## src/rtl/core/pointwise_conv_16x16_mac_defines.svh

```systemverilog
// ----------------------------------------------------------------------------
// pointwise_conv_16x16_mac_defines
// assertion macros of the pointwise convolution core
// ----------------------------------------------------------------------------
`ifndef POINTWISE_CONV_16X16_MAC_DEFINES_SVH
`define POINTWISE_CONV_16X16_MAC_DEFINES_SVH

// same-cycle implication, quiet during reset
`define PWC_ASSERT_NOW(label, clk, rst_n, ante, cons, msg) \
    label: assert property (@(posedge clk) disable iff (!rst_n) (ante) |-> (cons)) \
        else $error(msg);

// next-cycle implication, quiet during reset
`define PWC_ASSERT_NEXT(label, clk, rst_n, ante, cons, msg) \
    label: assert property (@(posedge clk) disable iff (!rst_n) (ante) |=> (cons)) \
        else $error(msg);

`endif

```

## src/rtl/core/pwc_ram.sv

```systemverilog
// ----------------------------------------------------------------------------
// pwc_ram
// generic single-write, single-read ram with registered read data
// ----------------------------------------------------------------------------
module pwc_ram #(
    parameter int WIDTH = 8,
    parameter int DEPTH = 2
) (
    input  logic                                        clk,
    input  logic                                        wr_en,
    input  logic [((DEPTH > 1) ? $clog2(DEPTH) : 1)-1:0] wr_addr,
    input  logic [WIDTH-1:0]                            wr_data,
    input  logic                                        rd_en,
    input  logic [((DEPTH > 1) ? $clog2(DEPTH) : 1)-1:0] rd_addr,
    output logic [WIDTH-1:0]                            rd_data
);

    logic [WIDTH-1:0] mem [DEPTH];
    logic [WIDTH-1:0] rd_data_reg;

    // read returns the old word when both ports hit the same address
    always_ff @(posedge clk)
    begin
        if (wr_en)
        begin
            mem[wr_addr] <= wr_data;
        end
        if (rd_en)
        begin
            rd_data_reg <= mem[rd_addr];
        end
    end

    assign rd_data = rd_data_reg;

endmodule

```

## config.mk

```make
export PLATFORM = sky130hd
export DESIGN_NAME = pwc_ram
export DESIGN_NICKNAME = d
export VERILOG_FILES = /design/src/rtl/core/pointwise_conv_16x16_mac_defines.svh /design/src/rtl/core/pwc_ram.sv
export SDC_FILE = /design/constraint.sdc
export NUM_CORES = 1
export LEC_CHECK = 0
export ABC_AREA = 0
export BUFFER_PORTS_ARGS = -buffer_cell sky130_fd_sc_hd__buf_4
export CAP_MARGIN = 20
export CELL_PAD_IN_SITES_DETAIL_PLACEMENT = 0
export CELL_PAD_IN_SITES_GLOBAL_PLACEMENT = 1
export CORE_UTILIZATION = 32
export CTS_CLUSTER_DIAMETER = 40
export CTS_CLUSTER_SIZE = 14
export DETAILED_ROUTE_END_ITERATION = 10
export PLACE_DENSITY = 0.7
export SLEW_MARGIN = 20
export SYNTH_ARGS = -nofsm -noshare
export SYNTH_HDL_FRONTEND = slang
export SYNTH_SLANG_ARGS = --single-unit
```

## constraint.sdc

```tcl
create_clock -name clk -period 1 [get_ports clk]
set_input_delay 0.1 -clock clk [delete_from_list [all_inputs] [get_ports clk]]
set_output_delay 0.1 -clock clk [all_outputs]
set_load 0.01 [all_outputs]
```

# Word-level counts from Yosys, hierarchy flattened
# Memory sizes are Yosys's and may differ from the RTL's. A register that Yosys moved wholly into a read port is not among the register bits.
# Index checks and enable logic that the tools add are counted.
# Widths: inputs -> output; s select.
# totals
reg_bits	0
mem_bits_rw	16
wordCells	3
n_memories	1
# classes
n_mux	2
# mem_list
memory	depth	word_bits	read_ports	rd_clocked_by_memory_dff	write_ports	line	text
mem	2	8	1	1	1	pwc_ram.sv:18	logic [WIDTH-1:0] mem [DEPTH];
# op_table
op	count
$mux 1	2

# Logic depth before layout (Yosys ltp)
# Gate-level depths: netlist of the first run.
# logic_depth
depth_word	2
mapped_depth	2
mapped_depth_nobuf	1

# Worst setup path before layout of the first run
# Ideal clock, no wire load.
# synth_timing
path_type	input-to-reg
from	input port wr_en
to	memory mem[0][0] (enable)
setup_ps	373
arrival_ps	520
setup_slack_ps	107
cell_stages	1
path_buffers	0
path_cell_list	nor2b_1
# synth_between
elab_chain_len	2
# synth_rtl
element	line	text
start: declaration	pwc_ram.sv:10	input logic wr_en,
$mux 1	pwc_ram.sv:24	if (wr_en)
$mux 1 (implied by the code)	pwc_ram.sv:26	mem[wr_addr] <= wr_data;
end: declaration	pwc_ram.sv:18	
# Every way passes these cells.

# Final worst setup path of the first run
# layout_timing
from	register rd_data_reg[3] (netlist: rd_data[3]) (read register of mem)
to	output port rd_data[3]
# layout_rtl
element	line	text
start: declaration	pwc_ram.sv:19	logic [WIDTH-1:0] rd_data_reg;
end: declaration	pwc_ram.sv:15	output logic [WIDTH-1:0] rd_data
# No word-level cell between the ends.

==> out/metrics.csv, run 1 <==
metric,value,unit
drt pass-1 iters,4,
postcts setup bufs,0,
post-CTS sizing,0,
sequential power share,67.9,%
number of global-route vias before repair,332,
min-delay worst type,input port to flop,
Synth Area in Adders,0,%
fin. max-slew vios,0,
sink of the worst hold path,rd_data[3],
Mapped Avg Cell Area,24.70,um2
P_int,1451,uW
largest net degree at the start of global routing,13,
Setup Viol. Count Final,0,
Multi-input gate area,132.6,um2
first-pass GRT wire length,1483,um
Post-Route WL,1031,um
arrival time worst endpoint,0.82,ns
net switching power figure,320.4,uW
worst reg-to-reg path cell count,1,
Die X,53.98,um
Post-Synth XOR/XNOR Area,0,%
flop2flop setup slack,0.11,ns
# port buffers,20,
"Cell Area, Synth",864.6,um2
FP Rows,18,
Crit path required time,0.90,ns
Yosys warning total,0,
Synth Register Bits,24,
vias,394,
max_cap viols,0,
crit-path cells,buf_4,
Max VDD drop,0.6796,mV
"Core Util, Final",45.63,%
count of different cell masters after synthesis,5,
Setup crit end kind,output pin,
Pwr Total,1772,uW
Post-DRT Antenna Nets,0,
Switching Fraction,18.09,%
Final Hold Vio Count,0,
Num CTS Buffers,3,
max reg flops,16,
Worst-Margin Slew,0.3626,ns
Nets,81,
RSZ-0062 raised after global routing,no,
clock buffer depth,2,
root buf cell,clkbuf_4,
Syn-to-layout area delta,33.14,%
hold path startpoint,rd_en,
"Seq/Total Area, Yosys",83.36,%
post-synthesis mux area share,13.89,%
GRT Overall Usage,7.926,%
"Largest stage delay, worst path",0.38,ns
initial antenna violation count,0,
CP Launch Type,flop,
Die Y,53.98,um
slowest cell on the critical path,edfxtp_1,
clock network fraction of total power,21.4,%
cts hold-fix bufs,8,
RR Startpoint,mem[1][1],
worst hold path depth,1,
final worst-path cycle share,92.45,%
Antenna Cells,0,
die area,0.002914,mm2
TNS Setup,0,ns
drc violations,0,
syn nets,48,
ratio of cells with drive above 1 in the final layout,48.48,%
Top delay family on crit path,flip-flops,
Fin Clk Skew,0.0004771,ns
RePlAce Congestion,0.6574,
Synth Area in Compound Gates,0,%
io pins,21,
fill count,224,
leakage power,0.0004474,uW
Gate power share,10.7,%
GRT overflow,0,
H-Tree Depth,1,
initial core utilization,34.28,%
Iter 0 DRT Violations,4,
via/cell ratio,4.104,
Peak Freq,1082,MHz
Crit Path Class,flop to output pin,
largest family of logic cells by synthesized area,multiplexers,
Worst Path Max Fanout,1,
wire length per cell,10.74,um
FF+latch area,720.7,um2
crit path time final,0.9245,ns
Synth Area in Simple Gates,1.447,%
status,completed,
Clock transition at path regs,0.11,ns
sum of buffers and inverters on the critical path,1,
Syn Inst Count,35,
later-pin clock latency in the skew report,0.29,ns
TritonCTS clock tree,done,
pwr dens,1539,mW/mm2
FF-to-FF End,rd_data[1],
Core ar.,0.002522,mm2
Num Clock Sinks,24,
Slew HR,75.83,%
## through the flow
step	hold slack (ns)	instances	setup slack [ns]	instance area [um2]
after CTS	0.07123	96	0.05847	1151
final	0.07558	96	0.07549	1151
after floorplan	0.1989	35	0.1066	864.6
after global routing	0.06102	96	0.01532	1151
after global placement	0.2875	85	0.1362	1049
after detailed placement	0.2886	85	0.1124	1049
## logic make-up after synthesis
family                 after synthesis
buffers and inverters                1
DFF                                 24
muxes                                8
and+or+nand+nor                      2
## worst max path at each step
stage,startpoint,endpoint,cells past startpoint,slack (ns)
floorplan,wr_en,mem[0][0],1,0.11
global placement,mem[0][3],rd_data[3],1,0.14
detailed placement,wr_addr,mem[1][2],2,0.11
CTS,rd_data[3],rd_data[3],1,0.06
global route,rd_data[2],rd_data[2],1,0.02
finish,rd_data[3],rd_data[3],1,0.08
## power by group through the flow
stage          logic, uW  clock network (uW)  registers, uW
3_5_place_dp         167                   0           1230
2_1_floorplan       68.8                   0           1240
4_1_cts              192                 397           1200
5_1_grt              206                 430           1210
6_report             190                 379           1200
3_3_place_gp         166                   0           1220
## layer usage
layer | up-vias | wire length [um] | share of wire (%) | global-route usage (%)
met5 | - | 0 | 0 | 0
met4 | 0 | 19 | 1.8 | 7.692
met3 | 2 | 56 | 5.4 | 2.542
met2 | 13 | 552 | 54 | 13.37
met1 | 181 | 403 | 39 | 7.374
li1 | 198 | - | - | -
## Yosys cell counts
cell,number,area (um2)
edfxtp_1,24,720.7
and2_1,1,6.260
nor2b_1,1,6.260
mux2_4,8,120.1
buf_6,1,11.26
## layout by cell type, fill, tap and decap left out
cell type,synthesis,final
clkbuf_4,0,3
nor2b_1,1,1
mux2_4,8,8
edfxtp_1,24,24
dlygate4sd3_1,0,8
and2_1,1,1
buf_4,0,21
## layout make-up
cell class / instances / area share (%)
clock buffer: 3 / 1.957
multi-input combinational: 10 / 11.52
sequential: 24 / 62.61
tap: 30 / 3.261
timing repair buffer: 29 / 20.65
Power figures use the tool's default switching activity.
==> run 2: changes to the inputs <==
Settings changed: CORE_ASPECT_RATIO set to 0.75.
==> run 2 against run 1 <==
Net effect: critical path depth unchanged; utilization increased by 2.4 points; clock skew increased by 0.0060 ns; final cell count increased by 5.2%; sequential share of layout area decreased by 0.67 points; critical path type unchanged; highest routed layer is now met3.
==> out/metrics.csv, run 2 (synthesis results as in run 1) <==
metric,value,unit,change
status,completed,,
ratio of cells with drive above 1 in the final layout,49.25,%,+0.77 points
TritonCTS clock tree,done,,
postcts setup bufs,0,,unchanged
slowest cell on the critical path,edfxtp_1,,
P_int,1454,uW,+0.18%
arrival time worst endpoint,0.83,ns,about the same
GRT overflow,0,,unchanged
RSZ-0062 raised after global routing,no,,
fin. max-slew vios,0,,unchanged
"leading cell types in the layout, fill and taps excluded","24 x edfxtp_1, 22 x buf_4, 8 x mux2_4, 8 x dlygate4sd3_1, 3 x clkbuf_4",,
Crit Path Class,flop to output pin,,
cts hold-fix bufs,8,,unchanged
TNS Setup,0,ns,unchanged
Top delay family on crit path,flip-flops,,
Worst-Margin Slew,0.1519,ns,-0.2107 ns
Nets,82,,+1.2%
FP Rows,15,,-3
fill count,209,,-6.7%
Pwr Total,1778,uW,+0.38%
FF+latch area,720.7,um2,unchanged
RR Startpoint,mem[0][2],,
RePlAce Congestion,0.6434,,-2.1%
clock buffer depth,2,,unchanged
wire length per cell,11.03,um,+2.7%
Non-Filler Instances,101,,+5.2%
number of global-route vias before repair,400,,+20%
Multi-input gate area,132.6,um2,unchanged
Final Hold Vio Count,0,,unchanged
Iter 0 DRT Violations,6,,+2
Setup Viol. Count Final,0,,unchanged
H-Tree Depth,1,,unchanged
vias,404,,+2.5%
Antenna Cells,0,,unchanged
Die Y,47.02,um,-13%
Crit path required time,0.90,ns,about the same
critical path depth,1,,unchanged
Num Clock Sinks,24,,unchanged
crit-path cells,buf_4,,
largest net degree at the start of global routing,13,,unchanged
final worst-path cycle share,92.69,%,+0.24 points
"most common cell after layout, fill and taps aside",edfxtp_1,,
net switching power figure,324.5,uW,+1.3%
Clock transition at path regs,0.11,ns,about the same
via/cell ratio,4.000,,-2.5%
"Core Util, Final",48.06,%,+2.4 points
Post-DRT Antenna Nets,0,,unchanged
min-delay worst type,input port to flop,,
flop2flop setup slack,0.09,ns,-0.02 ns
Setup crit end kind,output pin,,
Post-Route WL,1114,um,+8.1%
max_cap viols,0,,unchanged
Placed Cells,90,,+5.9%
crit path launch,rd_data[7],,
sum of buffers and inverters on the critical path,1,,unchanged
worst reg-to-reg path cell count,1,,unchanged
max reg flops,16,,unchanged
initial antenna violation count,0,,unchanged
first-pass GRT wire length,1642,um,+11%
Max VDD drop,0.3899,mV,-43%
pwr dens,1528,mW/mm2,-0.70%
drc violations,0,,unchanged
Peak Freq,1079,MHz,-0.26%
crit path time final,0.9269,ns,+0.002369 ns
Syn-to-layout area delta,34.59,%,
root buf cell,clkbuf_4,,
die area,0.002916,mm2,about the same
Worst Path Max Fanout,1,,unchanged
# port buffers,20,,unchanged
Die X,62.02,um,+15%
leakage power,0.0004526,uW,+1.1%
Fin Clk Skew,0.006435,ns,+0.005958 ns
later-pin clock latency in the skew report,0.29,ns,about the same
post-CTS sizing,0,,unchanged
crit path to,rd_data[7],,
initial core utilization,35.71,%,+1.4 points
Slew HR,89.87,%,+14 points
FF-to-FF End,rd_data[2],,
Core ar.,0.002421,mm2,-4.0%
Num CTS Buffers,3,,unchanged
sequential power share,67.7,%,-0.2 points
GRT Overall Usage,8.662,%,+0.74 points
io pins,21,,unchanged
clock network fraction of total power,21.3,%,about the same
CP Launch Type,flop,,
"Largest stage delay, worst path",0.38,ns,about the same
drt pass-1 iters,3,,-1
Gate power share,11.0,%,+0.3 points
Switching Fraction,18.25,%,+0.16 points
run 2: final cells by class:
| type | instances | area share (%) |
|---|---|---|
| multi-input combinational | 10 | 11.40 |
| sequential | 24 | 61.94 |
| clock buffer | 3 | 1.935 |
| tap | 34 | 3.656 |
| timing repair buffer | 30 | 21.08 |
run 2: how the worst min path moves through the flow:
stage               start         end  cells past startpoint
3_3_place_gp   wr_data[2]   mem[1][2]                      1
6_report            rd_en  rd_data[1]                      1
3_5_place_dp   wr_data[0]   mem[0][0]                      1
4_1_cts             rd_en  rd_data[1]                      1
2_1_floorplan  wr_data[0]   mem[0][0]                      0
5_1_grt             rd_en  rd_data[5]                      1
run 2: routing by layer:
layer  GRT usage, %  share of wire, %  wire length (um)
met5              0                 0                 0
met3          3.306               5.5                61
met4          5.333                 0                 0
met1          8.571                42               464
met2          15.53                53               587
run 2: metrics by stage:
stage / cell area, um2 / setup WS [ns] / hold WS, ns
3_3_place_gp: 1061 / 0.1279 / 0.2873
4_1_cts: 1164 / 0.05353 / 0.06876
5_1_grt: 1164 / 0.02184 / 0.06803
3_5_place_dp: 1061 / 0.09618 / 0.2885
6_report: 1164 / 0.07312 / 0.07442
2_1_floorplan: 864.6 / 0.1066 / 0.1989
run 2: power groups by stage:
| stage | sequential [uW] | clock (uW) | combinational [uW] |
|---|---|---|---|
| final | 1200 | 379 | 196 |
| after detailed placement | 1230 | 0 | 174 |
| after global routing | 1210 | 429 | 212 |
| after global placement | 1220 | 0 | 171 |
| after floorplan | 1240 | 0 | 68.8 |
| after CTS | 1210 | 402 | 199 |
